==> src/rtl/ggi_pkg.sv <==
package ggi_pkg;

   localparam int MAX_N     = 30;
   localparam int SAMPLE_W  = 32;
   localparam int FRAC_W    = 16;
   localparam int GRAD_W    = SAMPLE_W + 4;
   localparam int POS_W     = 22;
   localparam int COORD_W   = 6;
   localparam int SIZE_W    = 5;
   localparam int DIM_W     = $clog2(MAX_N + 2);
   localparam int ADDR_W    = 3 * DIM_W;
   localparam int DEPTH     = 2 ** ADDR_W;
   localparam int CSR_IDX_W = 2;
   localparam int CRD_EXT_W = COORD_W + 1;
   localparam int DIFF_W    = GRAD_W + 1;
   localparam int PROD_W    = DIFF_W + FRAC_W + 1;

   // result status, also used as the item class in the queue
   localparam logic [1:0] ST_WRITE     = 2'd0;
   localparam logic [1:0] ST_QUERY     = 2'd1;
   localparam logic [1:0] ST_BAD_QUERY = 2'd2;
   localparam logic [1:0] ST_BAD_WRITE = 2'd3;

   localparam logic [CSR_IDX_W-1:0] CSR_SIZE_X = 2'd0;
   localparam logic [CSR_IDX_W-1:0] CSR_SIZE_Y = 2'd1;
   localparam logic [CSR_IDX_W-1:0] CSR_SIZE_Z = 2'd2;

   localparam logic [SIZE_W-1:0] SIZE_RESET = SIZE_W'(MAX_N);

   // tap weights of the difference stencils
   localparam logic [2:0] CF_ZERO = 3'd0;
   localparam logic [2:0] CF_P1   = 3'd1;
   localparam logic [2:0] CF_M1   = 3'd2;
   localparam logic [2:0] CF_P3   = 3'd3;
   localparam logic [2:0] CF_M3   = 3'd4;
   localparam logic [2:0] CF_P4   = 3'd5;
   localparam logic [2:0] CF_M4   = 3'd6;

   typedef struct packed {
      logic [1:0]                       kind;
      logic [ADDR_W-1:0]                addr;
      logic [SAMPLE_W-1:0]              sample;
      logic [2:0][COORD_W-1:0]          lo;
      logic [2:0][FRAC_W-1:0]           wt;
      logic [2:0][SIZE_W-1:0]           n;
   } ggi_item_type;

   // blend schedule: y lerps into slots 0,1,4,5, then x into 0,4, then z
   function automatic logic [2:0] blend_a(input logic [2:0] step);
      logic [2:0] r;
      case (step)
         3'd0: r = 3'd0;
         3'd1: r = 3'd1;
         3'd2: r = 3'd4;
         3'd3: r = 3'd5;
         3'd4: r = 3'd0;
         3'd5: r = 3'd4;
         default: r = 3'd0;
      endcase
      return r;
   endfunction

   function automatic logic [2:0] blend_b(input logic [2:0] step);
      logic [2:0] r;
      case (step)
         3'd0: r = 3'd2;
         3'd1: r = 3'd3;
         3'd2: r = 3'd6;
         3'd3: r = 3'd7;
         3'd4: r = 3'd1;
         3'd5: r = 3'd5;
         default: r = 3'd4;
      endcase
      return r;
   endfunction

endpackage

==> src/rtl/ggi_if.sv <==


interface ggi_rsp_if;
   import ggi_pkg::*;
   logic                      valid;
   logic                      ready;
   logic signed [GRAD_W-1:0]  grad_x;
   logic signed [GRAD_W-1:0]  grad_y;
   logic signed [GRAD_W-1:0]  grad_z;
   logic [1:0]                status;
   modport source (output valid, grad_x, grad_y, grad_z, status, input ready);
   modport sink   (input valid, grad_x, grad_y, grad_z, status, output ready);
endinterface

==> src/rtl/ggi_back.sv <==
module ggi_back (
   input  logic                           clock,
   input  logic                           reset,
   input  logic                           head_valid,
   input  ggi_pkg::ggi_item_type          head,
   output logic                           pop,
   output logic                           ram_we,
   output logic [ggi_pkg::ADDR_W-1:0]     ram_addr,
   output logic [ggi_pkg::SAMPLE_W-1:0]   ram_wdata,
   input  logic [ggi_pkg::SAMPLE_W-1:0]   ram_rdata,
   ggi_rsp_if.source                      rsp_chan
);
   import ggi_pkg::*;

   localparam logic [2:0] S_IDLE  = 3'd0;
   localparam logic [2:0] S_READ  = 3'd1;
   localparam logic [2:0] S_DRAIN = 3'd2;
   localparam logic [2:0] S_BLEND = 3'd3;
   localparam logic [2:0] S_DONE  = 3'd4;

   logic [2:0]               state_ff, state_in;
   ggi_item_type             cur_ff, cur_in;
   logic [1:0]               axis_ff, axis_in;
   logic [2:0]               corner_ff, corner_in;
   logic [1:0]               tap_ff, tap_in;
   logic                     tag_valid_ff, tag_valid_in;
   logic [2:0]               tag_coeff_ff, tag_coeff_in;
   logic                     tag_first_ff, tag_first_in;
   logic                     tag_last_ff, tag_last_in;
   logic [2:0]               tag_corner_ff, tag_corner_in;
   logic signed [GRAD_W-1:0] acc_ff, acc_in;
   logic signed [GRAD_W-1:0] d_ff [8];
   logic signed [GRAD_W-1:0] d_in [8];
   logic [2:0]               step_ff, step_in;
   logic                     phase_ff, phase_in;
   logic signed [PROD_W-1:0] prod_ff, prod_in;
   logic signed [GRAD_W-1:0] a_ff, a_in;
   logic signed [GRAD_W-1:0] grad_ff [3];
   logic signed [GRAD_W-1:0] grad_in [3];
   logic                     rsp_valid_ff, rsp_valid_in;
   logic signed [GRAD_W-1:0] rsp_g_ff [3];
   logic signed [GRAD_W-1:0] rsp_g_in [3];
   logic [1:0]               rsp_st_ff, rsp_st_in;

   logic signed [CRD_EXT_W-1:0] cc [3];
   logic signed [CRD_EXT_W-1:0] nc [3];
   logic signed [CRD_EXT_W-1:0] t, nn, off;
   logic [2:0]                  coeff;
   logic                        fwd, bwd;
   logic [ADDR_W-1:0]           rd_addr;
   logic signed [GRAD_W-1:0]    v, term;
   logic signed [GRAD_W-1:0]    ba, bb;
   logic signed [DIFF_W-1:0]    diff;
   logic signed [FRAC_W:0]      wsel;
   logic signed [GRAD_W-1:0]    res;

   // stencil node address for the current axis, corner and tap
   always_comb begin
      for (int i = 0; i < 3; i++) begin
         cc[i] = $signed({cur_ff.lo[i][COORD_W-1], cur_ff.lo[i]})
                 + $signed({{COORD_W{1'b0}}, corner_ff[i]});
      end
      t   = cc[axis_ff];
      nn  = $signed({2'b00, cur_ff.n[axis_ff]});
      fwd = (t == -1);
      bwd = (t == nn);
      off   = '0;
      coeff = CF_ZERO;
      case (tap_ff)
         2'd0: begin
            off   = (fwd || bwd) ? CRD_EXT_W'(0) : CRD_EXT_W'(1);
            coeff = fwd ? CF_M3 : (bwd ? CF_P3 : CF_P1);
         end
         2'd1: begin
            off   = fwd ? CRD_EXT_W'(1) : -CRD_EXT_W'(1);
            coeff = fwd ? CF_P4 : (bwd ? CF_M4 : CF_M1);
         end
         2'd2: begin
            off   = fwd ? CRD_EXT_W'(2) : (bwd ? -CRD_EXT_W'(2) : CRD_EXT_W'(0));
            coeff = fwd ? CF_M1 : (bwd ? CF_P1 : CF_ZERO);
         end
         default: begin
            off   = '0;
            coeff = CF_ZERO;
         end
      endcase
      nc = cc;
      nc[axis_ff] = t + off;
      rd_addr = {DIM_W'(nc[2] + CRD_EXT_W'(1)), DIM_W'(nc[1] + CRD_EXT_W'(1)),
                 DIM_W'(nc[0] + CRD_EXT_W'(1))};
   end

   // weighted tap from the memory read data
   always_comb begin
      v = GRAD_W'($signed(ram_rdata));
      case (tag_coeff_ff)
         CF_P1:   term = v;
         CF_M1:   term = -v;
         CF_P3:   term = (v <<< 1) + v;
         CF_M3:   term = -((v <<< 1) + v);
         CF_P4:   term = v <<< 2;
         CF_M4:   term = -(v <<< 2);
         default: term = '0;
      endcase
   end

   // shared lerp unit: subtract and multiply, then shift and add
   always_comb begin
      ba   = d_ff[blend_a(step_ff)];
      bb   = d_ff[blend_b(step_ff)];
      diff = DIFF_W'(bb) - DIFF_W'(ba);
      if (step_ff < 3'd4) begin
         wsel = $signed({1'b0, cur_ff.wt[1]});
      end else if (step_ff < 3'd6) begin
         wsel = $signed({1'b0, cur_ff.wt[0]});
      end else begin
         wsel = $signed({1'b0, cur_ff.wt[2]});
      end
      prod_in = PROD_W'(wsel) * PROD_W'(diff);
      res     = a_ff + GRAD_W'(prod_ff >>> FRAC_W);
   end

   always_comb begin
      state_in      = state_ff;
      cur_in        = cur_ff;
      axis_in       = axis_ff;
      corner_in     = corner_ff;
      tap_in        = tap_ff;
      tag_valid_in  = 1'b0;
      tag_coeff_in  = coeff;
      tag_first_in  = (tap_ff == 2'd0);
      tag_last_in   = (tap_ff == 2'd2);
      tag_corner_in = corner_ff;
      acc_in        = acc_ff;
      d_in          = d_ff;
      step_in       = step_ff;
      phase_in      = phase_ff;
      a_in          = a_ff;
      grad_in       = grad_ff;
      rsp_valid_in  = rsp_valid_ff && !rsp_chan.ready;
      rsp_g_in      = rsp_g_ff;
      rsp_st_in     = rsp_st_ff;
      pop           = 1'b0;
      ram_we        = 1'b0;
      ram_addr      = rd_addr;
      ram_wdata     = head.sample;

      if (tag_valid_ff) begin
         acc_in = (tag_first_ff ? '0 : acc_ff) + term;
         if (tag_last_ff) begin
            d_in[tag_corner_ff] = acc_in;
         end
      end

      case (state_ff)
         S_IDLE: begin
            if (head_valid) begin
               pop       = 1'b1;
               cur_in    = head;
               axis_in   = 2'd0;
               corner_in = 3'd0;
               tap_in    = 2'd0;
               for (int i = 0; i < 3; i++) begin
                  grad_in[i] = '0;
               end
               if (head.kind == ST_QUERY) begin
                  state_in = S_READ;
               end else begin
                  if (head.kind == ST_WRITE) begin
                     ram_we   = 1'b1;
                     ram_addr = head.addr;
                  end
                  state_in = S_DONE;
               end
            end
         end
         S_READ: begin
            tag_valid_in = 1'b1;
            if (tap_ff == 2'd2) begin
               tap_in    = 2'd0;
               corner_in = corner_ff + 3'd1;
               if (corner_ff == 3'd7) begin
                  state_in = S_DRAIN;
               end
            end else begin
               tap_in = tap_ff + 2'd1;
            end
         end
         S_DRAIN: begin
            step_in  = 3'd0;
            phase_in = 1'b0;
            state_in = S_BLEND;
         end
         S_BLEND: begin
            if (!phase_ff) begin
               a_in     = ba;
               phase_in = 1'b1;
            end else begin
               phase_in = 1'b0;
               if (step_ff == 3'd6) begin
                  grad_in[axis_ff] = res;
                  if (axis_ff == 2'd2) begin
                     state_in = S_DONE;
                  end else begin
                     axis_in   = axis_ff + 2'd1;
                     corner_in = 3'd0;
                     tap_in    = 2'd0;
                     state_in  = S_READ;
                  end
               end else begin
                  d_in[blend_a(step_ff)] = res;
                  step_in = step_ff + 3'd1;
               end
            end
         end
         S_DONE: begin
            if (!rsp_valid_ff || rsp_chan.ready) begin
               rsp_valid_in = 1'b1;
               rsp_g_in     = grad_ff;
               rsp_st_in    = cur_ff.kind;
               state_in     = S_IDLE;
            end
         end
         default: begin
            state_in = S_IDLE;
         end
      endcase
   end

   always_ff @(posedge clock) begin
      cur_ff        <= cur_in;
      corner_ff     <= corner_in;
      tap_ff        <= tap_in;
      tag_coeff_ff  <= tag_coeff_in;
      tag_first_ff  <= tag_first_in;
      tag_last_ff   <= tag_last_in;
      tag_corner_ff <= tag_corner_in;
      acc_ff        <= acc_in;
      d_ff          <= d_in;
      step_ff       <= step_in;
      phase_ff      <= phase_in;
      prod_ff       <= prod_in;
      a_ff          <= a_in;
      grad_ff       <= grad_in;
      rsp_g_ff      <= rsp_g_in;
      rsp_st_ff     <= rsp_st_in;
      axis_ff       <= axis_in;
      if (reset) begin
         state_ff     <= S_IDLE;
         tag_valid_ff <= 1'b0;
         rsp_valid_ff <= 1'b0;
      end else begin
         state_ff     <= state_in;
         tag_valid_ff <= tag_valid_in;
         rsp_valid_ff <= rsp_valid_in;
      end
   end

   assign rsp_chan.valid  = rsp_valid_ff;
   assign rsp_chan.grad_x = rsp_g_ff[0];
   assign rsp_chan.grad_y = rsp_g_ff[1];
   assign rsp_chan.grad_z = rsp_g_ff[2];
   assign rsp_chan.status = rsp_st_ff;
endmodule

==> src/flat_wrapper.sv <==
// flat-port wrapper written by rule: the top's interface ports become plain ports
module ggi_back_flat import ggi_pkg::*;
  (clock, reset, head_valid, head, pop, ram_we, ram_addr, ram_wdata, ram_rdata, rsp_chan_valid, rsp_chan_grad_x, rsp_chan_grad_y, rsp_chan_grad_z, rsp_chan_status, rsp_chan_ready);
  ggi_rsp_if rsp_chan_i ();
  input  logic clock;
  input  logic reset;
  input  logic head_valid;
  input  ggi_pkg::ggi_item_type head;
  output logic pop;
  output logic ram_we;
  output logic [ggi_pkg::ADDR_W-1:0] ram_addr;
  output logic [ggi_pkg::SAMPLE_W-1:0] ram_wdata;
  input  logic [ggi_pkg::SAMPLE_W-1:0] ram_rdata;
  output wire logic [$bits(rsp_chan_i.valid)-1:0] rsp_chan_valid;
  output wire logic [$bits(rsp_chan_i.grad_x)-1:0] rsp_chan_grad_x;
  output wire logic [$bits(rsp_chan_i.grad_y)-1:0] rsp_chan_grad_y;
  output wire logic [$bits(rsp_chan_i.grad_z)-1:0] rsp_chan_grad_z;
  output wire logic [$bits(rsp_chan_i.status)-1:0] rsp_chan_status;
  input wire logic [$bits(rsp_chan_i.ready)-1:0] rsp_chan_ready;
  assign rsp_chan_valid = rsp_chan_i.valid;
  assign rsp_chan_grad_x = rsp_chan_i.grad_x;
  assign rsp_chan_grad_y = rsp_chan_i.grad_y;
  assign rsp_chan_grad_z = rsp_chan_i.grad_z;
  assign rsp_chan_status = rsp_chan_i.status;
  assign rsp_chan_i.ready = rsp_chan_ready;
  ggi_back u_core (.clock(clock), .reset(reset), .head_valid(head_valid), .head(head), .pop(pop), .ram_we(ram_we), .ram_addr(ram_addr), .ram_wdata(ram_wdata), .ram_rdata(ram_rdata), .rsp_chan(rsp_chan_i));
endmodule
==> config.mk <==
export PLATFORM = sky130hd
export DESIGN_NAME = ggi_back_flat
export DESIGN_NICKNAME = d
export VERILOG_FILES = /design/src/rtl/ggi_pkg.sv /design/src/rtl/ggi_if.sv /design/src/rtl/ggi_back.sv /design/src/flat_wrapper.sv
export SDC_FILE = /design/constraint.sdc
export NUM_CORES = 2
export LEC_CHECK = 0
export ABC_CLOCK_PERIOD_IN_PS = 11000
export BUFFER_PORTS_ARGS = -buffer_cell sky130_fd_sc_hd__buf_2
export CORE_MARGIN = 10
export CORE_UTILIZATION = 57
export DETAILED_ROUTE_END_ITERATION = 16
export GPL_TIMING_DRIVEN = 0
export PLACE_DENSITY_LB_ADDON = 0.12
export SYNTH_ARGS = -nofsm -noshare
export SYNTH_HDL_FRONTEND = slang
export SYNTH_SLANG_ARGS = --single-unit
==> constraint.sdc <==
create_clock -name clock -period 11 [get_ports clock]
set_clock_uncertainty 0.15 [all_clocks]
set_input_delay 0.55 -clock clock [delete_from_list [all_inputs] [get_ports clock]]
set_output_delay 0.55 -clock clock [all_outputs]
set_load 0.1 [all_outputs]
==> summary.md <==
| Metric | Value |
|---|---|
| Status | `finished, violations left` |
| Failing checks | `capacitance limit, slew limit, setup timing` |
| Clock Tree Buf Depth | `3` |
| Net Count, Synth | `approximately 7500` |
| CTS tree | `built` |
| Clock slew at reported path FFs | `approximately 0.070 ns` |
| Final setup violation count | `17` |
| H-tree levels | `3` |
| Fin. max-slew vios | `19` |
| CP dominant cell by count | `fa_1` |
| Hold Path Class | `in2reg` |
| Maxcap violations | `3` |
| Crit-path max FO | `10` |
| RSZ-0062 raised after global routing | `yes` |
| Initial antenna violation count | `7` |
| Vias per Instance | `6.09` |
| Top Ports | `roughly 330` |
| Crit path time final | `between 10 and 15 ns` |
| Placer congestion estimate | `1.06` |
| IO Port Bufs | `just under 300` |
| Vias | `51643` |
| Crit end category | `flop` |
| Nets | `just over 8000` |
| Die Y | `around 340 um` |
| DRC | `0` |
| Drt first-iter violations | `approximately 6100` |
| Core Box Area | `~100000 um^2` |
| Share of layout cells above drive strength 1 | `13.3%` |
| Fin worst setup slack | `-0.671 ns` |
| Die width | `~340 um` |
| Dpl cells | `around 8000` |
| Main synth FF type | `edfxtp_1` |
| Startpoint types | `flop` |
| Biggest cell delay along the critical path | `between 0.5 and 0.6 ns` |
| Vias in the first global route | `50332` |
| Final Hold Vio Count | `0` |
| Later-pin clock latency in the skew report | `~0.70 ns` |
| Grt ovf | `0` |
| Initial core utilization | `~57%` |
| Ys async rst share | `0%` |
| Critical Path AT | `~12 ns` |
| Routed WL | `~220 mm` |
| Synthesis-to-layout area growth | `17.6%` |
| Row count | `roughly 120` |
| Synthesized instance count | `6436` |
| Largest net degree at the start of global routing | `67` |
| Largest area contributor in the synthesized netlist | `edfxtp_1` |
| DP HPWL | `roughly 170 mm` |
| Fin crit share | `106%` |
| Hold slack | `between 0.2 and 0.25 ns` |
| Post-DRT Antenna Nets | `0` |
| Average wire per standard cell | `around 26 um` |
| Commonest cells in the netlist | `nand2_1, inv_1, nor2_1` |
| Global Route Usage Sum | `between 30 and 40%` |
| Synth top area share | `between 20% and 30%` |
| Critical path type | `reg2reg` |
| Detailed Routing Iterations Pass 1 | `8` |
| Slowest cell on the critical path | `fa_1` |
| Seq cells post-synth | `721` |
| Worst EP required | `between 10 and 15 ns` |
| Filler cells | `just over 8000` |
| First-pass GRT wire length | `326 mm` |
| Top-count cell post-synth | `nand2_1` |
| Mapped Area | `a little under 60000 um^2` |
| CTS Buf Count | `slightly below 80` |
| Max_slew headroom | `-6.90%` |
| Yosys warnings | `0` |
| Clock root buffer | `clkbuf_16` |
| TritonCTS Sinks | `~700` |
| EDFF count, synth | `approximately 530` |
| Synth top area cells | `edfxtp_1, fa_1, ha_1` |
| Die area | `117000 um^2` |
| Fmax | `between 80 and 90 MHz` |
| Library cells used by synthesis | `97` |
| Sequential cell area fraction in the yosys report | `about 33%` |
| Synth Area per Inst | `9.20 um^2` |
| Slew @ Worst Pin | `between 1.5 and 2 ns` |
| Finished Layout Cells | `roughly 8500` |
==> metal layers <==
metal / vias to the layer above / part of all wire (%) / global-route usage [%]
met3: 654 / 13 / 11.5
met5: - / 0.025 / 0
met2: 3335 / 43 / 55.5
met1: 25070 / 37 / 48.0
li1: 22576 / - / -
met4: 8 / 6.6 / 20.4
==> cells in the final DEF, fill, tap and decap left out, types with 67 or more instances in the layout <==
master	instances
inv_1	760
mux2i_1	158
ha_1	297
dlygate4sd3_1	84
xnor2_1	136
buf_4	125
a21oi_1	320
nor2_1	618
nand3_1	248
nor2b_1	67
clkbuf_1	223
fa_1	543
buf_2	300
edfxtp_1	528
a21o_1	99
dfxtp_1	192
o21ai_0	197
clkbuf_16	83
nand2_1	1021
==> logic make-up (layout without fill, tap and decap cells) <==
logic type               Yosys count  after routing  synth area share [%]
adder cells (fa/ha/maj)          866            866                  25.2
AO/OA/AOI/OAI                   1057           1057                  11.2
buffers and inverters           1105           1760                  7.21
AND/OR/NAND/NOR                 2275           2275                  16.6
other                              0              4                     0
multiplexers                     164            164                  2.78
flip-flops                       721            721                  33.3
XOR/XNOR                         248            248                  3.67
==> worst max-delay path, delay by kind of cell, from the launching register on <==
family / cells / cell delay, ns
flip-flops: 1 / 0.44
XOR/XNOR: 3 / 0.62
adder cells (fa/ha/maj): 10 / 4.06
buffers and inverters: 11 / 1.18
AND/OR/NAND/NOR: 6 / 0.74
AO/OA/AOI/OAI: 18 / 4.30
==> per-stage QoR <==
step	instance area (um^2)	worst slack (ns)	util, %	TNS [ns]
after detailed placement	63000	-3.56	60.9	-85.53
after global placement	62400	-3.79	60.4	-96.04
after CTS	68400	-0.507	66.2	-4.41
after floorplan	59200	0.0609	-	0
final	69600	-0.671	67.3	-6.63
after global routing	69600	-0.956	67.3	-11.61
==> path summary, 6_finish.rpt <==
path | from | to | slack (ns) | depth (start not counted)
worst max-delay path | u_core.step_ff[1]$_SDFFCE_PN0P_ | u_core.prod_ff[51]$_DFF_P_ | -0.67 | 48
worst min-delay path | rsp_chan_ready | u_core.rsp_chan.valid$_SDFF_PP0_ | 0.25 | 3
worst max register to register | u_core.step_ff[1]$_SDFFCE_PN0P_ | u_core.prod_ff[51]$_DFF_P_ | -0.67 | 48
worst min register to register | u_core.cur_ff[129]$_DFFE_PP_ | u_core.rsp_chan.status[1]$_DFFE_PP_ | 0.27 | 0
==> timing repair <==
| action | in CTS | in global routing |
|---|---|---|
| setup buffers | 69 | 49 |
| hold buffers | 84 | 0 |
| hold endpoints to repair | 87 | 0 |
| pin swaps | 69 | 88 |
| cloned | 0 | 1 |
| resized for setup | 264 | 217 |
| setup endpoints to repair | 36 | 33 |
==> final cells by class <==
class | count | area, um^2 | share of cell area, %
Sequential cell | 721 | 19700 | 28.3
Timing Repair Buffer | 515 | 3770 | 5.42
Multi-Input combinational cell | 4610 | 37000 | 53.2
Buffer | 327 | 1630 | 2.34
Clock inverter | 47 | 716 | 1.03
Inverter | 772 | 2910 | 4.18
Clock buffer | 99 | 2110 | 3.04
Antenna cell | 4 | 10.0 | 0.0144
Tap cell | 1380 | 1730 | 2.48
Power is not shown: default switching activity piles up to over one toggle a cycle in this logic, so the estimate is an artifact.
