**config.mk**
```make
export PLATFORM = sky130hd
export DESIGN_NAME = ggi_front_flat
export DESIGN_NICKNAME = d
export VERILOG_FILES = /design/src/rtl/ggi_pkg.sv /design/src/rtl/ggi_if.sv /design/src/rtl/ggi_front.sv /design/src/flat_wrapper.sv
export SDC_FILE = /design/constraint.sdc
export NUM_CORES = 1
export LEC_CHECK = 0
export BUFFER_PORTS_ARGS = -buffer_cell sky130_fd_sc_hd__buf_2
export CELL_PAD_IN_SITES_DETAIL_PLACEMENT = 2
export CELL_PAD_IN_SITES_GLOBAL_PLACEMENT = 2
export CORE_ASPECT_RATIO = 0.75
export CORE_MARGIN = 4
export CORE_UTILIZATION = 38
export DETAILED_ROUTE_END_ITERATION = 10
export PLACE_DENSITY = 0.87
export SETUP_SLACK_MARGIN = 0.2
export SYNTH_ARGS = -nofsm -noshare
export SYNTH_HDL_FRONTEND = slang
export SYNTH_SLANG_ARGS = --single-unit
export TNS_END_PERCENT = 1
```
**constraint.sdc**
```tcl
create_clock -name clock -period 7.94 [get_ports clock]
set_clock_uncertainty 0.15 [all_clocks]
set_input_delay 0 -clock clock [delete_from_list [all_inputs] [get_ports clock]]
set_output_delay 0 -clock clock [all_outputs]
set_load 0.005 [all_outputs]
```
**src/rtl/ggi_pkg.sv**
```systemverilog
package ggi_pkg;

   localparam int MAX_N     = 30;
   localparam int SAMPLE_W  = 32;
   localparam int FRAC_W    = 16;
   localparam int GRAD_W    = SAMPLE_W + 4;
   localparam int POS_W     = 22;
   localparam int COORD_W   = 6;
   localparam int SIZE_W    = 5;
   localparam int DIM_W     = $clog2(MAX_N + 2);
   localparam int ADDR_W    = 3 * DIM_W;
   localparam int DEPTH     = 2 ** ADDR_W;
   localparam int CSR_IDX_W = 2;
   localparam int CRD_EXT_W = COORD_W + 1;
   localparam int DIFF_W    = GRAD_W + 1;
   localparam int PROD_W    = DIFF_W + FRAC_W + 1;

   // result status, also used as the item class in the queue
   localparam logic [1:0] ST_WRITE     = 2'd0;
   localparam logic [1:0] ST_QUERY     = 2'd1;
   localparam logic [1:0] ST_BAD_QUERY = 2'd2;
   localparam logic [1:0] ST_BAD_WRITE = 2'd3;

   localparam logic [CSR_IDX_W-1:0] CSR_SIZE_X = 2'd0;
   localparam logic [CSR_IDX_W-1:0] CSR_SIZE_Y = 2'd1;
   localparam logic [CSR_IDX_W-1:0] CSR_SIZE_Z = 2'd2;

   localparam logic [SIZE_W-1:0] SIZE_RESET = SIZE_W'(MAX_N);

   // tap weights of the difference stencils
   localparam logic [2:0] CF_ZERO = 3'd0;
   localparam logic [2:0] CF_P1   = 3'd1;
   localparam logic [2:0] CF_M1   = 3'd2;
   localparam logic [2:0] CF_P3   = 3'd3;
   localparam logic [2:0] CF_M3   = 3'd4;
   localparam logic [2:0] CF_P4   = 3'd5;
   localparam logic [2:0] CF_M4   = 3'd6;

   typedef struct packed {
      logic [1:0]                       kind;
      logic [ADDR_W-1:0]                addr;
      logic [SAMPLE_W-1:0]              sample;
      logic [2:0][COORD_W-1:0]          lo;
      logic [2:0][FRAC_W-1:0]           wt;
      logic [2:0][SIZE_W-1:0]           n;
   } ggi_item_type;

   // blend schedule: y lerps into slots 0,1,4,5, then x into 0,4, then z
   function automatic logic [2:0] blend_a(input logic [2:0] step);
      logic [2:0] r;
      case (step)
         3'd0: r = 3'd0;
         3'd1: r = 3'd1;
         3'd2: r = 3'd4;
         3'd3: r = 3'd5;
         3'd4: r = 3'd0;
         3'd5: r = 3'd4;
         default: r = 3'd0;
      endcase
      return r;
   endfunction

   function automatic logic [2:0] blend_b(input logic [2:0] step);
      logic [2:0] r;
      case (step)
         3'd0: r = 3'd2;
         3'd1: r = 3'd3;
         3'd2: r = 3'd6;
         3'd3: r = 3'd7;
         3'd4: r = 3'd1;
         3'd5: r = 3'd5;
         default: r = 3'd4;
      endcase
      return r;
   endfunction

endpackage

```
**src/rtl/ggi_if.sv**
```systemverilog
interface ggi_req_if;
   import ggi_pkg::*;
   logic                        valid;
   logic                        ready;
   logic                        func;
   logic signed [COORD_W-1:0]   node_x;
   logic signed [COORD_W-1:0]   node_y;
   logic signed [COORD_W-1:0]   node_z;
   logic signed [SAMPLE_W-1:0]  sample_value;
   logic signed [POS_W-1:0]     pos_x;
   logic signed [POS_W-1:0]     pos_y;
   logic signed [POS_W-1:0]     pos_z;
   modport source (output valid, func, node_x, node_y, node_z, sample_value,
                   pos_x, pos_y, pos_z, input ready);
   modport sink   (input valid, func, node_x, node_y, node_z, sample_value,
                   pos_x, pos_y, pos_z, output ready);
endinterface


```
**src/rtl/ggi_front.sv**
```systemverilog
module ggi_front (
   input  logic                           clock,
   input  logic                           reset,
   ggi_req_if.sink                        req_chan,
   input  logic                           csr_we,
   input  logic [ggi_pkg::CSR_IDX_W-1:0]  csr_index,
   input  logic [ggi_pkg::SIZE_W-1:0]     csr_wdata,
   input  logic                           pop,
   output logic                           head_valid,
   output ggi_pkg::ggi_item_type          head
);
   import ggi_pkg::*;

   logic [2:0][SIZE_W-1:0]   size_ff, size_in;
   logic [2:0][SIZE_W-1:0]   n_eff;
   ggi_item_type             item;
   ggi_item_type             q_ff [2];
   ggi_item_type             q_in [2];
   logic                     wr_ptr_ff, wr_ptr_in, rd_ptr_ff, rd_ptr_in;
   logic [1:0]               count_ff, count_in;
   logic                     push;
   logic signed [COORD_W-1:0]   nd [3];
   logic signed [POS_W-1:0]     ps [3];
   logic signed [COORD_W-1:0]   lo [3];
   logic signed [CRD_EXT_W-1:0] lim [3];
   logic                     w_ok, q_ok;

   // size registers; the sizes in use are clamped into [2, MAX_N]
   always_comb begin
      size_in = size_ff;
      if (csr_we) begin
         case (csr_index)
            CSR_SIZE_X: size_in[0] = csr_wdata;
            CSR_SIZE_Y: size_in[1] = csr_wdata;
            CSR_SIZE_Z: size_in[2] = csr_wdata;
            default: ;
         endcase
      end
      for (int i = 0; i < 3; i++) begin
         if (size_ff[i] < SIZE_W'(2)) begin
            n_eff[i] = SIZE_W'(2);
         end else if (size_ff[i] > SIZE_W'(MAX_N)) begin
            n_eff[i] = SIZE_W'(MAX_N);
         end else begin
            n_eff[i] = size_ff[i];
         end
      end
   end

   // classify the beat
   always_comb begin
      nd[0] = req_chan.node_x;
      nd[1] = req_chan.node_y;
      nd[2] = req_chan.node_z;
      ps[0] = req_chan.pos_x;
      ps[1] = req_chan.pos_y;
      ps[2] = req_chan.pos_z;
      w_ok = 1'b1;
      q_ok = 1'b1;
      for (int i = 0; i < 3; i++) begin
         if (nd[i] < -1 || nd[i] > MAX_N) begin
            w_ok = 1'b0;
         end
         lo[i]  = COORD_W'(ps[i] >>> FRAC_W);
         lim[i] = $signed({2'b00, n_eff[i]}) - CRD_EXT_W'(1);
         if (lo[i] < -1 || CRD_EXT_W'(lo[i]) > lim[i]) begin
            q_ok = 1'b0;
         end
         item.lo[i] = lo[i];
         item.wt[i] = ps[i][FRAC_W-1:0];
         item.n[i]  = n_eff[i];
      end
      item.addr   = {DIM_W'(nd[2] + COORD_W'(1)), DIM_W'(nd[1] + COORD_W'(1)),
                     DIM_W'(nd[0] + COORD_W'(1))};
      item.sample = req_chan.sample_value;
      if (req_chan.func) begin
         item.kind = q_ok ? ST_QUERY : ST_BAD_QUERY;
      end else begin
         item.kind = w_ok ? ST_WRITE : ST_BAD_WRITE;
      end
   end

   // two-entry queue towards the back end
   assign req_chan.ready = (count_ff != 2'd2);
   assign push           = req_chan.valid && req_chan.ready;
   assign head_valid     = (count_ff != 2'd0);
   assign head           = q_ff[rd_ptr_ff];

   always_comb begin
      q_in      = q_ff;
      wr_ptr_in = wr_ptr_ff;
      rd_ptr_in = rd_ptr_ff;
      count_in  = count_ff;
      if (push) begin
         q_in[wr_ptr_ff] = item;
         wr_ptr_in       = ~wr_ptr_ff;
      end
      if (pop) begin
         rd_ptr_in = ~rd_ptr_ff;
      end
      case ({push, pop})
         2'b10:   count_in = count_ff + 2'd1;
         2'b01:   count_in = count_ff - 2'd1;
         default: count_in = count_ff;
      endcase
   end

   always_ff @(posedge clock) begin
      q_ff <= q_in;
      if (reset) begin
         size_ff   <= {3{SIZE_RESET}};
         wr_ptr_ff <= 1'b0;
         rd_ptr_ff <= 1'b0;
         count_ff  <= 2'd0;
      end else begin
         size_ff   <= size_in;
         wr_ptr_ff <= wr_ptr_in;
         rd_ptr_ff <= rd_ptr_in;
         count_ff  <= count_in;
      end
   end
endmodule

```
**src/flat_wrapper.sv**
```systemverilog
// flat-port wrapper written by rule: the top's interface ports become plain ports
module ggi_front_flat import ggi_pkg::*;
  (clock, reset, csr_we, csr_index, csr_wdata, pop, head_valid, head, req_chan_valid, req_chan_func, req_chan_node_x, req_chan_node_y, req_chan_node_z, req_chan_sample_value, req_chan_pos_x, req_chan_pos_y, req_chan_pos_z, req_chan_ready);
  ggi_req_if req_chan_i ();
  input  logic clock;
  input  logic reset;
  input  logic csr_we;
  input  logic [ggi_pkg::CSR_IDX_W-1:0] csr_index;
  input  logic [ggi_pkg::SIZE_W-1:0] csr_wdata;
  input  logic pop;
  output logic head_valid;
  output ggi_pkg::ggi_item_type head;
  input wire logic [$bits(req_chan_i.valid)-1:0] req_chan_valid;
  input wire logic [$bits(req_chan_i.func)-1:0] req_chan_func;
  input wire logic [$bits(req_chan_i.node_x)-1:0] req_chan_node_x;
  input wire logic [$bits(req_chan_i.node_y)-1:0] req_chan_node_y;
  input wire logic [$bits(req_chan_i.node_z)-1:0] req_chan_node_z;
  input wire logic [$bits(req_chan_i.sample_value)-1:0] req_chan_sample_value;
  input wire logic [$bits(req_chan_i.pos_x)-1:0] req_chan_pos_x;
  input wire logic [$bits(req_chan_i.pos_y)-1:0] req_chan_pos_y;
  input wire logic [$bits(req_chan_i.pos_z)-1:0] req_chan_pos_z;
  output wire logic [$bits(req_chan_i.ready)-1:0] req_chan_ready;
  assign req_chan_i.valid = req_chan_valid;
  assign req_chan_i.func = req_chan_func;
  assign req_chan_i.node_x = req_chan_node_x;
  assign req_chan_i.node_y = req_chan_node_y;
  assign req_chan_i.node_z = req_chan_node_z;
  assign req_chan_i.sample_value = req_chan_sample_value;
  assign req_chan_i.pos_x = req_chan_pos_x;
  assign req_chan_i.pos_y = req_chan_pos_y;
  assign req_chan_i.pos_z = req_chan_pos_z;
  assign req_chan_ready = req_chan_i.ready;
  ggi_front u_core (.clock(clock), .reset(reset), .req_chan(req_chan_i), .csr_we(csr_we), .csr_index(csr_index), .csr_wdata(csr_wdata), .pop(pop), .head_valid(head_valid), .head(head));
endmodule
```
==> results of run 1 <==
## per-layer routing
metal / wire, um / track usage / share of wire / vias to the layer above
li1: - / - / - / 3264
met1: 15300 / 0.279 / 0.41 / 3757
met4: 686 / 0.0437 / 0.018 / 2
met3: 2120 / 0.0398 / 0.056 / 45
met5: 11 / 0 / 0.00029 / -
met2: 19600 / 0.408 / 0.52 / 226
## per-stage QoR
stage | hold WS [ps] | instance area (um2) | power (uW) | utilization
finish | 46.0 | 15400 | 3900 | 0.529
global route | 21.7 | 15400 | 4060 | 0.529
CTS | 10.5 | 15300 | 3880 | 0.528
detailed placement | 41.5 | 12900 | 2370 | 0.445
global placement | 37.6 | 12900 | 2330 | 0.445
floorplan | -51.1 | 11200 | 2130 | -
## state kept, by name, summed over array words and instances (netlist names)
name and cells:
u_core.rd_ptr_ff 1, u_core.q_ff 260, u_core.size_ff 15, u_core.wr_ptr_ff 1, u_core.count_ff 2
## placed cells by master (no fill, tap or decap), types with 6 or more instances in the layout
master	netlist	routed
xnor2_1	11	11
nand4_1	8	8
dfxtp_1	19	18
buf_2	5	260
clkbuf_16	0	30
nor2_1	21	20
a211o_1	12	12
nor2b_1	12	12
nand2_1	9	9
mux2i_1	6	6
edfxtp_1	260	260
nand3_1	15	15
buf_4	9	6
inv_1	21	21
mux2_2	130	130
ha_1	28	28
clkbuf_1	11	6
dlygate4sd3_1	0	140
xor2_1	8	8
## power breakdown
part           switching (uW)  leakage [uW]  total, uW  internal [uW]
registers                58.1       0.00255       1840           1780
clock network             584      0.000501       1480            891
logic                     315       0.00275        578            262
total                     957       0.00580       3900           2940
## worst paths after layout
check | from | to | slack [ps] | cells after the start
worst max-delay path | u_core.rd_ptr_ff | head[52] | 4550 | 4
worst min-delay path | req_chan_sample_value[13] | u_core.q_ff[94] | 50 | 2
worst max register to register | u_core.size_ff[9] | u_core.q_ff[129] | 4610 | 11
worst min register to register | u_core.size_ff[3] | u_core.q_ff[133] | 410 | 0
## cell type report
cell class,instances,area share
antenna,5,0.000814
clock buffer,40,0.0539
clock inverter,14,0.0129
inverter,21,0.00513
multi-input combinational,309,0.183
sequential,279,0.533
tap,392,0.0319
timing repair buffer,406,0.179
## critical path: cells and delay by family, from the launching register on
kind / cells / cell delay, ps
multiplexers: 1 / 450
flip-flops: 1 / 520
buffers and inverters: 3 / 1620
## cells by family (layout without fill, tap and decap cells)
kind of cell    Yosys count  in the layout  synth area share
compound gates           40             40            0.0276
xor+xnor                 19             19            0.0149
fa+ha+maj                28             28            0.0313
buf+inv                  47            481            0.0193
flops                   279            279             0.731
mux                     136            136             0.136
other cells               1              8          0.000335
simple gates             83             83            0.0394
==> results.sh, run 1 <==
export IMPL_outcome="completed"
export IMPL_peakVddDrop_mv=0.150
export IMPL_cts_sinks=279
export IMPL_slowest_stage="buf_4"
export IMPL_synth_cell_types=43
export IMPL_first_iter_violations=427
export IMPL_required_ps=7790
export IMPL_postSynthAreaPerCell_um2=17.7
export IMPL_worstSetupPathType="flop to primary output"
export IMPL_numPlacedInstances=1267
export IMPL_max_freq_mhz=295
export IMPL_dp_hpwl_um=21300
export IMPL_synth_async_reset_ratio=0
export IMPL_cp_max_fo=58
export IMPL_nFillCells=2681
export IMPL_synth_common_cells="edfxtp_1, mux2_2, ha_1"
export IMPL_die_w_um=206
export IMPL_insertion_delay_ps=530
export IMPL_synth_area_um2=11200
export IMPL_ys_flop_type="edfxtp_1"
export IMPL_stdcell_count=1466
export IMPL_maxSlewHeadroom=0.303
export IMPL_rsz0062_at_grt="no"
export IMPL_grt_use_total=0.223
export IMPL_setup_viol=0
export IMPL_cellLeakagePower_uw=0.00580
export IMPL_synth_seq_cells=279
export IMPL_firstDrtPassIters=4
export IMPL_syn_to_final_growth_pct=37.2
export IMPL_dp_slack_ps=4660
export IMPL_cts_htree_levels=1
export IMPL_synth_area_leaders="edfxtp_1, mux2_2, dfxtp_1"
export IMPL_routed_wl_um=37700
export IMPL_grt_pass1_vias=8172
export IMPL_synth_top_area_share=0.697
export IMPL_cp_arrival_ps=3240
export IMPL_layout_nets=1203
export IMPL_regArea_um2=8190
export IMPL_startpoint_type="flop"
export IMPL_synth_largest_area_cell="edfxtp_1"
export IMPL_ys_warn_count=0
export IMPL_slew_violations=0
export IMPL_ant_nets=0
export IMPL_cts_root_buf="clkbuf_16"
export IMPL_layout_setup_ws_ps=4550
export IMPL_synth_edff_count=260
export IMPL_hold_viol_final=0
export IMPL_initial_core_util=0.385
export IMPL_numPortBuffers=260
export IMPL_drv_cap=0
export IMPL_drive_gt1_frac=0.419
export IMPL_syn_inst=633
export IMPL_overflow=0
export IMPL_cts_hold_buf=140
export IMPL_cts_buffers=29
export IMPL_wl_per_cell_um=25.7
export IMPL_drc=0
export IMPL_chipHeight_um=157
export IMPL_coreArea_um2=29100
export IMPL_synthMostInstantiatedCell="edfxtp_1"
export IMPL_die_area_um2=32300
export IMPL_antenna_found_initial=5
export IMPL_grt_max_degree=66
export IMPL_postCtsSetupBuffers=0
export IMPL_worst_pin_slew_ps=1040
export IMPL_finalCritPeriodShare=0.427
export IMPL_grt_pass1_wl_um=54200
export IMPL_tritoncts="done"
export IMPL_cts_resized_gates=0
export IMPL_path_cells="buf_4 -> buf_4 -> mux2_2 -> buf_2"
export IMPL_finalSetupTns_ps=0
export IMPL_slowest_delay_ps=790
export IMPL_cts_buffer_depth=3
export IMPL_vias=7294
export IMPL_period_minus_slack_ps=3390
export IMPL_power_density_nw_per_um2=254
export IMPL_synth_seq_area_share=0.731
export IMPL_routed_via_density=4.98
export IMPL_multi_input_area_um2=2820
export IMPL_row_count=54
export IMPL_clk_pin_slew_ps=70
export IMPL_path_common_cell="buf_4"
export IMPL_place_congestion=0.758
export IMPL_io_pin_count=261
export IMPL_worstSetupEndpointType="primary output"
export IMPL_min_path_type="primary input to flop"
(Power assumes the default switching activity.)
==> run 2, diff against run 1 <==
==> constraint.sdc (replaced) <==
create_clock -name clock -period 3.4 [get_ports clock]
set_clock_uncertainty 0.15 [all_clocks]
set_input_delay 0 -clock clock [delete_from_list [all_inputs] [get_ports clock]]
set_output_delay 0 -clock clock [all_outputs]
set_load 0.005 [all_outputs]
==> results.sh, run 2 (synthesis gave the netlist of run 1 again) <==
export IMPL_outcome="completed"
export IMPL_ant_nets=0
export IMPL_first_iter_violations=372
export IMPL_die_w_um=206
export IMPL_place_congestion=0.736
export IMPL_peakVddDrop_mv=0.405
export IMPL_cp_arrival_ps=3310
export IMPL_max_freq_mhz=315
export IMPL_antenna_found_initial=6
export IMPL_slew_violations=0
export IMPL_period_minus_slack_ps=3170
export IMPL_hold_viol_final=0
export IMPL_setup_viol=0
export IMPL_syn_to_final_growth_pct=39.2
export IMPL_tritoncts="done"
export IMPL_drive_gt1_frac=0.435
export IMPL_crit_start="u_core.size_ff[4]"
export IMPL_cp_max_fo=7
export IMPL_grt_pass1_vias=8524
export IMPL_reg2reg_to="u_core.q_ff[259]"
export IMPL_wl_per_cell_um=26.2
export IMPL_grt_use_total=0.236
export IMPL_rsz0062_at_grt="yes"
export IMPL_cts_htree_levels=1
export IMPL_path_cells="or3_1 -> o211ai_1 -> ha_2 -> nand2_1 -> xor2_1 -> ha_1 -> a211oi_2 -> a31oi_1 -> or3_1 -> o22a_1"
export IMPL_reg2reg_depth=10
export IMPL_cts_buffer_depth=3
export IMPL_vias=7461
export IMPL_min_path_cells=2
export IMPL_dp_hpwl_um=22000
export IMPL_path_common_cell="or3_1"
export IMPL_power_density_nw_per_um2=572
export IMPL_layout_nets=1227
export IMPL_cts_root_buf="clkbuf_16"
export IMPL_insertion_delay_ps=560
export IMPL_p_comb_frac=0.157
export IMPL_routed_wl_um=39000
export IMPL_grt_max_degree=81
export IMPL_multi_input_area_um2=2870
export IMPL_regArea_um2=8200
export IMPL_clkPwrFrac=0.359
export IMPL_finalCritPeriodShare=0.933
export IMPL_cts_sinks=279
export IMPL_drv_cap=0
export IMPL_firstDrtPassIters=4
export IMPL_initial_core_util=0.385
export IMPL_routed_via_density=5.01
export IMPL_power_frac_seq=0.484
export IMPL_nFillCells=2709
export IMPL_overflow=0
export IMPL_io_pin_count=261
export IMPL_worst_pin_slew_ps=774
export IMPL_ff2ff_setup_slack_ps=230
export IMPL_net_switching_power_uw=2310
export IMPL_reg_top3="u_core.q_ff: 260 flops, u_core.size_ff: 15 flops, u_core.count_ff: 2 flops"
export IMPL_required_ps=3540
export IMPL_numPortBuffers=260
export IMPL_slowest_stage="or3_1"
export IMPL_maxSlewHeadroom=0.484
export IMPL_clk_pin_slew_ps=70
export IMPL_row_count=54
export IMPL_cts_buffers=29
export IMPL_fin_area_um2=15600
export IMPL_largest_register_ffs=260
export IMPL_finalSetupTns_ps=0
export IMPL_worstSetupPathType="flop to flop"
export IMPL_cellLeakagePower_uw=0.00587
export IMPL_drc=0
export IMPL_worstSetupEndpointType="flop"
export IMPL_die_area_um2=32300
export IMPL_coreArea_um2=29100
export IMPL_grt_pass1_wl_um=56900
export IMPL_place_area_um2=13000
export IMPL_r2r_start="u_core.size_ff[4]"
export IMPL_power_internal_uw=6610
export IMPL_chipHeight_um=157
export IMPL_slowest_delay_ps=410
export IMPL_cp_endpoint="u_core.q_ff[259]"
export IMPL_switching_share=0.259
export IMPL_regMostFlops="u_core.q_ff"
export IMPL_min_path_type="primary input to flop"
export IMPL_startpoint_type="flop"
export IMPL_mostFrequentLayoutCells="buf_2, edfxtp_1, dlygate4sd3_1"
## run 2: power groups by stage
stage | logic (uW) | registers, uW | clock network (uW)
5_1_grt | 1510 | 4340 | 3450
4_1_cts | 1360 | 4300 | 3220
3_3_place_gp | 1130 | 4320 | 0
2_1_floorplan | 620 | 4320 | 0
6_report | 1400 | 4310 | 3210
3_5_place_dp | 1190 | 4360 | 0
## run 2: worst min path at each step
stage,start,endpoint,slack (ps)
floorplan,req_chan_sample_value[19],u_core.q_ff[100],-50
global placement,req_chan_pos_x[4],u_core.q_ff[19],40
detailed placement,req_chan_pos_x[0],u_core.q_ff[15],40
CTS,req_chan_pos_z[15],u_core.q_ff[192],0.3
global route,req_chan_pos_y[4],u_core.q_ff[35],9
finish,req_chan_pos_x[2],u_core.q_ff[147],20
## run 2: worst max-delay path, delay by kind of cell, from the launching register on
family | cells | cell delay [ps]
AOI/OAI and AO/OA | 4 | 790
xor gates and xnor gates | 1 | 150
adders and majority gates | 2 | 570
DFF | 1 | 360
and+or+nand+nor | 3 | 870
## run 2: layout make-up
| type | count | share of cell area |
|---|---|---|
| well taps | 392 | 0.0315 |
| clock buffers | 36 | 0.0482 |
| clock inverters | 18 | 0.0107 |
| inverters | 21 | 0.00506 |
| diodes | 5 | 0.000803 |
| multi-input cells | 309 | 0.184 |
| flip-flops and latches | 279 | 0.526 |
| repair buffers | 430 | 0.194 |
## run 2: stage by stage
step | total power, uW | hold WS [ps] | utilization | instances | setup slack [ps]
finish | 8920 | 24.2 | 0.537 | 1490 | 229
global route | 9300 | 8.88 | 0.537 | 1490 | 113
CTS | 8870 | 0.309 | 0.533 | 1478 | 216
detailed placement | 5550 | 42.0 | 0.447 | 1268 | 88.8
global placement | 5450 | 37.0 | 0.447 | 1268 | 235
floorplan | 4940 | -51.1 | - | 635 | -841
## run 2: repair_timing
item	4_1_cts	5_1_grt
endpoints found under the setup margin	4	4
hold endpoints to repair	271	0
hold buffers	151	0
buffers inserted	5	7
resized for setup	6	14
pin swaps	6	17
## run 2: layer usage
layer / vias up / share of wire / GRT usage
li1: 3316 / - / -
met1: 3852 / 0.40 / 0.285
met2: 238 / 0.52 / 0.429
met3: 53 / 0.061 / 0.0561
met4: 2 / 0.023 / 0.0551
met5: - / 0.00033 / 0
==> run 3, diff against run 2 <==
--- a/config.mk
+++ b/config.mk
@@ -6,14 +6,12 @@
 export NUM_CORES = 1
 export LEC_CHECK = 0
 export BUFFER_PORTS_ARGS = -buffer_cell sky130_fd_sc_hd__buf_2
-export CELL_PAD_IN_SITES_DETAIL_PLACEMENT = 2
-export CELL_PAD_IN_SITES_GLOBAL_PLACEMENT = 2
 export CORE_ASPECT_RATIO = 0.75
 export CORE_MARGIN = 4
-export CORE_UTILIZATION = 38
+export CORE_UTILIZATION = 50
 export DETAILED_ROUTE_END_ITERATION = 10
-export PLACE_DENSITY = 0.87
-export SETUP_SLACK_MARGIN = 0.2
+export PLACE_DENSITY = 0.83
+export SETUP_SLACK_MARGIN = 0.05
 export SYNTH_ARGS = -nofsm -noshare
 export SYNTH_HDL_FRONTEND = slang
 export SYNTH_SLANG_ARGS = --single-unit
==> constraint.sdc (replaced) <==
create_clock -name clock -period 3.4 [get_ports clock]
set_clock_uncertainty 0.15 [all_clocks]
set_input_delay 0 -clock clock [delete_from_list [all_inputs] [get_ports clock]]
set_output_delay 0 -clock clock [all_outputs]
set_load 0.05 [all_outputs]
==> results.sh, run 3 (synthesis gave the netlist of run 1 again) <==
export IMPL_reg2reg_depth=10
export IMPL_max_freq_mhz=311
export IMPL_fin_hold_ws_ps=53.2
export IMPL_setup_viol=0
export IMPL_diodes=0
export IMPL_power_internal_uw=6290
export IMPL_overflow=0
export IMPL_wl_per_cell_um=19.2
export IMPL_drv_cap=0
export IMPL_initial_core_util=0.508
export IMPL_routed_wl_um=26200
export IMPL_min_path_type="primary input to flop"
export IMPL_grt_use_total=0.202
export IMPL_antenna_found_initial=0
export IMPL_clk_pin_slew_ps=60
export IMPL_worstSetupPathType="flop to flop"
export IMPL_worst_pin_slew_ps=748
export IMPL_ff2ff_setup_slack_ps=180
export IMPL_net_switching_power_uw=2750
export IMPL_drc=0
export IMPL_cts_root_buf="clkbuf_16"
export IMPL_place_congestion=0.848
export IMPL_row_count=47
export IMPL_peakVddDrop_mv=0.748
export IMPL_reg2reg_to="u_core.q_ff[129]"
export IMPL_grt_pass1_wl_um=40000
export IMPL_cts_buffer_depth=3
export IMPL_cts_sinks=279
export IMPL_rsz0062_at_grt="no"
export IMPL_finalCritPeriodShare=0.947
export IMPL_ant_nets=0
export IMPL_p_comb_frac=0.230
export IMPL_cellLeakagePower_uw=0.00575
export IMPL_cts_htree_levels=1
export IMPL_worstSetupEndpointType="flop"
export IMPL_cp_endpoint="u_core.q_ff[129]"
export IMPL_nFillCells=1430
export IMPL_tritoncts="done"
export IMPL_drive_gt1_frac=0.417
export IMPL_grt_pass1_vias=7310
export IMPL_required_ps=3520
export IMPL_die_w_um=181
export IMPL_r2r_start="u_core.size_ff[13]"
export IMPL_switching_share=0.304
export IMPL_numPortBuffers=260
export IMPL_coreArea_um2=22100
export IMPL_layout_nets=1211
export IMPL_largest_register_ffs=260
export IMPL_io_pin_count=261
export IMPL_power_density_nw_per_um2=596
export IMPL_outcome="completed"
export IMPL_first_iter_violations=478
export IMPL_hold_viol_final=0
export IMPL_crit_start="u_core.size_ff[13]"
export IMPL_mostFrequentLayoutCells="buf_2, edfxtp_1, dlygate4sd3_1"
export IMPL_grt_max_degree=126
export IMPL_routed_via_density=5.17
export IMPL_power_frac_seq=0.473
export IMPL_dp_hpwl_um=15500
export IMPL_syn_to_final_growth_pct=35.3
export IMPL_die_area_um2=24900
export IMPL_startpoint_type="flop"
export IMPL_regMostFlops="u_core.q_ff"
export IMPL_period_minus_slack_ps=3220
export IMPL_chipHeight_um=138
export IMPL_firstDrtPassIters=5
export IMPL_cp_arrival_ps=3340
export IMPL_slew_violations=0
export IMPL_cts_buffers=27
export IMPL_finalSetupTns_ps=0
export IMPL_min_path_cells=2
export IMPL_maxSlewHeadroom=0.501
export IMPL_insertion_delay_ps=520
export IMPL_clkPwrFrac=0.297
export IMPL_vias=7066
export IMPL_cp_max_fo=8
export IMPL_reg_top3="u_core.q_ff: 260 flops, u_core.size_ff: 15 flops, u_core.count_ff: 2 flops"
-- run 3: changes by cell type in the layout (fill, tap and decap cells not counted), moves of 3 or more --
cell / before / now
dlygate4sd3_1: 151 / 145
diode_2: 5 / 0
bufinv_16: 3 / 0
clkinv_1: 6 / 3
dfxtp_2: 4 / 0
dfxtp_1: 12 / 18
buf_4: 14 / 6
-- run 3: final cells by class --
cell class | instances | area (um2) | area share
sequential | 279 | 8190 | 0.541
clock inverter | 12 | 67.6 | 0.00446
clock buffer | 36 | 719 | 0.0475
tap | 294 | 368 | 0.0243
multi-input combinational | 309 | 2830 | 0.187
inverter | 21 | 78.8 | 0.00520
timing repair buffer | 416 | 2900 | 0.191
-- run 3: stage by stage --
stage / setup slack [ps] / area, um2 / util / total power, uW / cells
6_report: 179 / 15100 / 0.687 / 9030 / 1367
4_1_cts: 165 / 15100 / 0.686 / 9090 / 1364
5_1_grt: 28.8 / 15100 / 0.687 / 9400 / 1367
2_1_floorplan: 99.7 / 11200 / - / 5760 / 635
3_5_place_dp: 173 / 12900 / 0.584 / 6270 / 1171
3_3_place_gp: 318 / 12900 / 0.584 / 6230 / 1171
-- run 3: per-layer routing --
metal  GRT usage  part of all wire  up-vias
met5           0                 0        -
met4      0.0495             0.022        0
met3      0.0483             0.073       48
met2       0.345              0.49      294
met1       0.265              0.41     3447
li1            -                 -     3277
-- run 3: worst min path at each step --
stage / from / to
2_1_floorplan: req_chan_sample_value[19] / u_core.q_ff[100]
3_3_place_gp: req_chan_pos_x[8] / u_core.q_ff[153]
3_5_place_dp: req_chan_pos_z[8] / u_core.q_ff[55]
4_1_cts: req_chan_pos_z[2] / u_core.q_ff[179]
6_report: req_chan_pos_x[0] / u_core.q_ff[15]
5_1_grt: req_chan_pos_y[1] / u_core.q_ff[162]
-- run 3: worst max-delay path: stages, from the launching register on --
cell and delay [ps]:
dfxtp_1 380, or3_1 350, o211ai_1 300, ha_1 240
nand2_1 70, xor2_1 150, ha_1 320, a211oi_1 230
a31oi_1 140, or3_1 420, o22a_1 220
-- run 3: power groups by stage --
stage,Combinational [uW],Clock (uW),Sequential [uW]
2_1_floorplan,1450,0,4310
3_3_place_gp,1910,0,4320
3_5_place_dp,1930,0,4340
4_1_cts,2070,2740,4270
5_1_grt,2180,2910,4300
6_report,2080,2680,4280
-- run 3: repair_timing --
item | in CTS | in global routing
hold buffers | 145 | 0
setup buffers | 0 | 3
hold endpoints to repair | 279 | 0
gates resized for setup | 0 | 1
endpoints found under the setup margin | 0 | 4
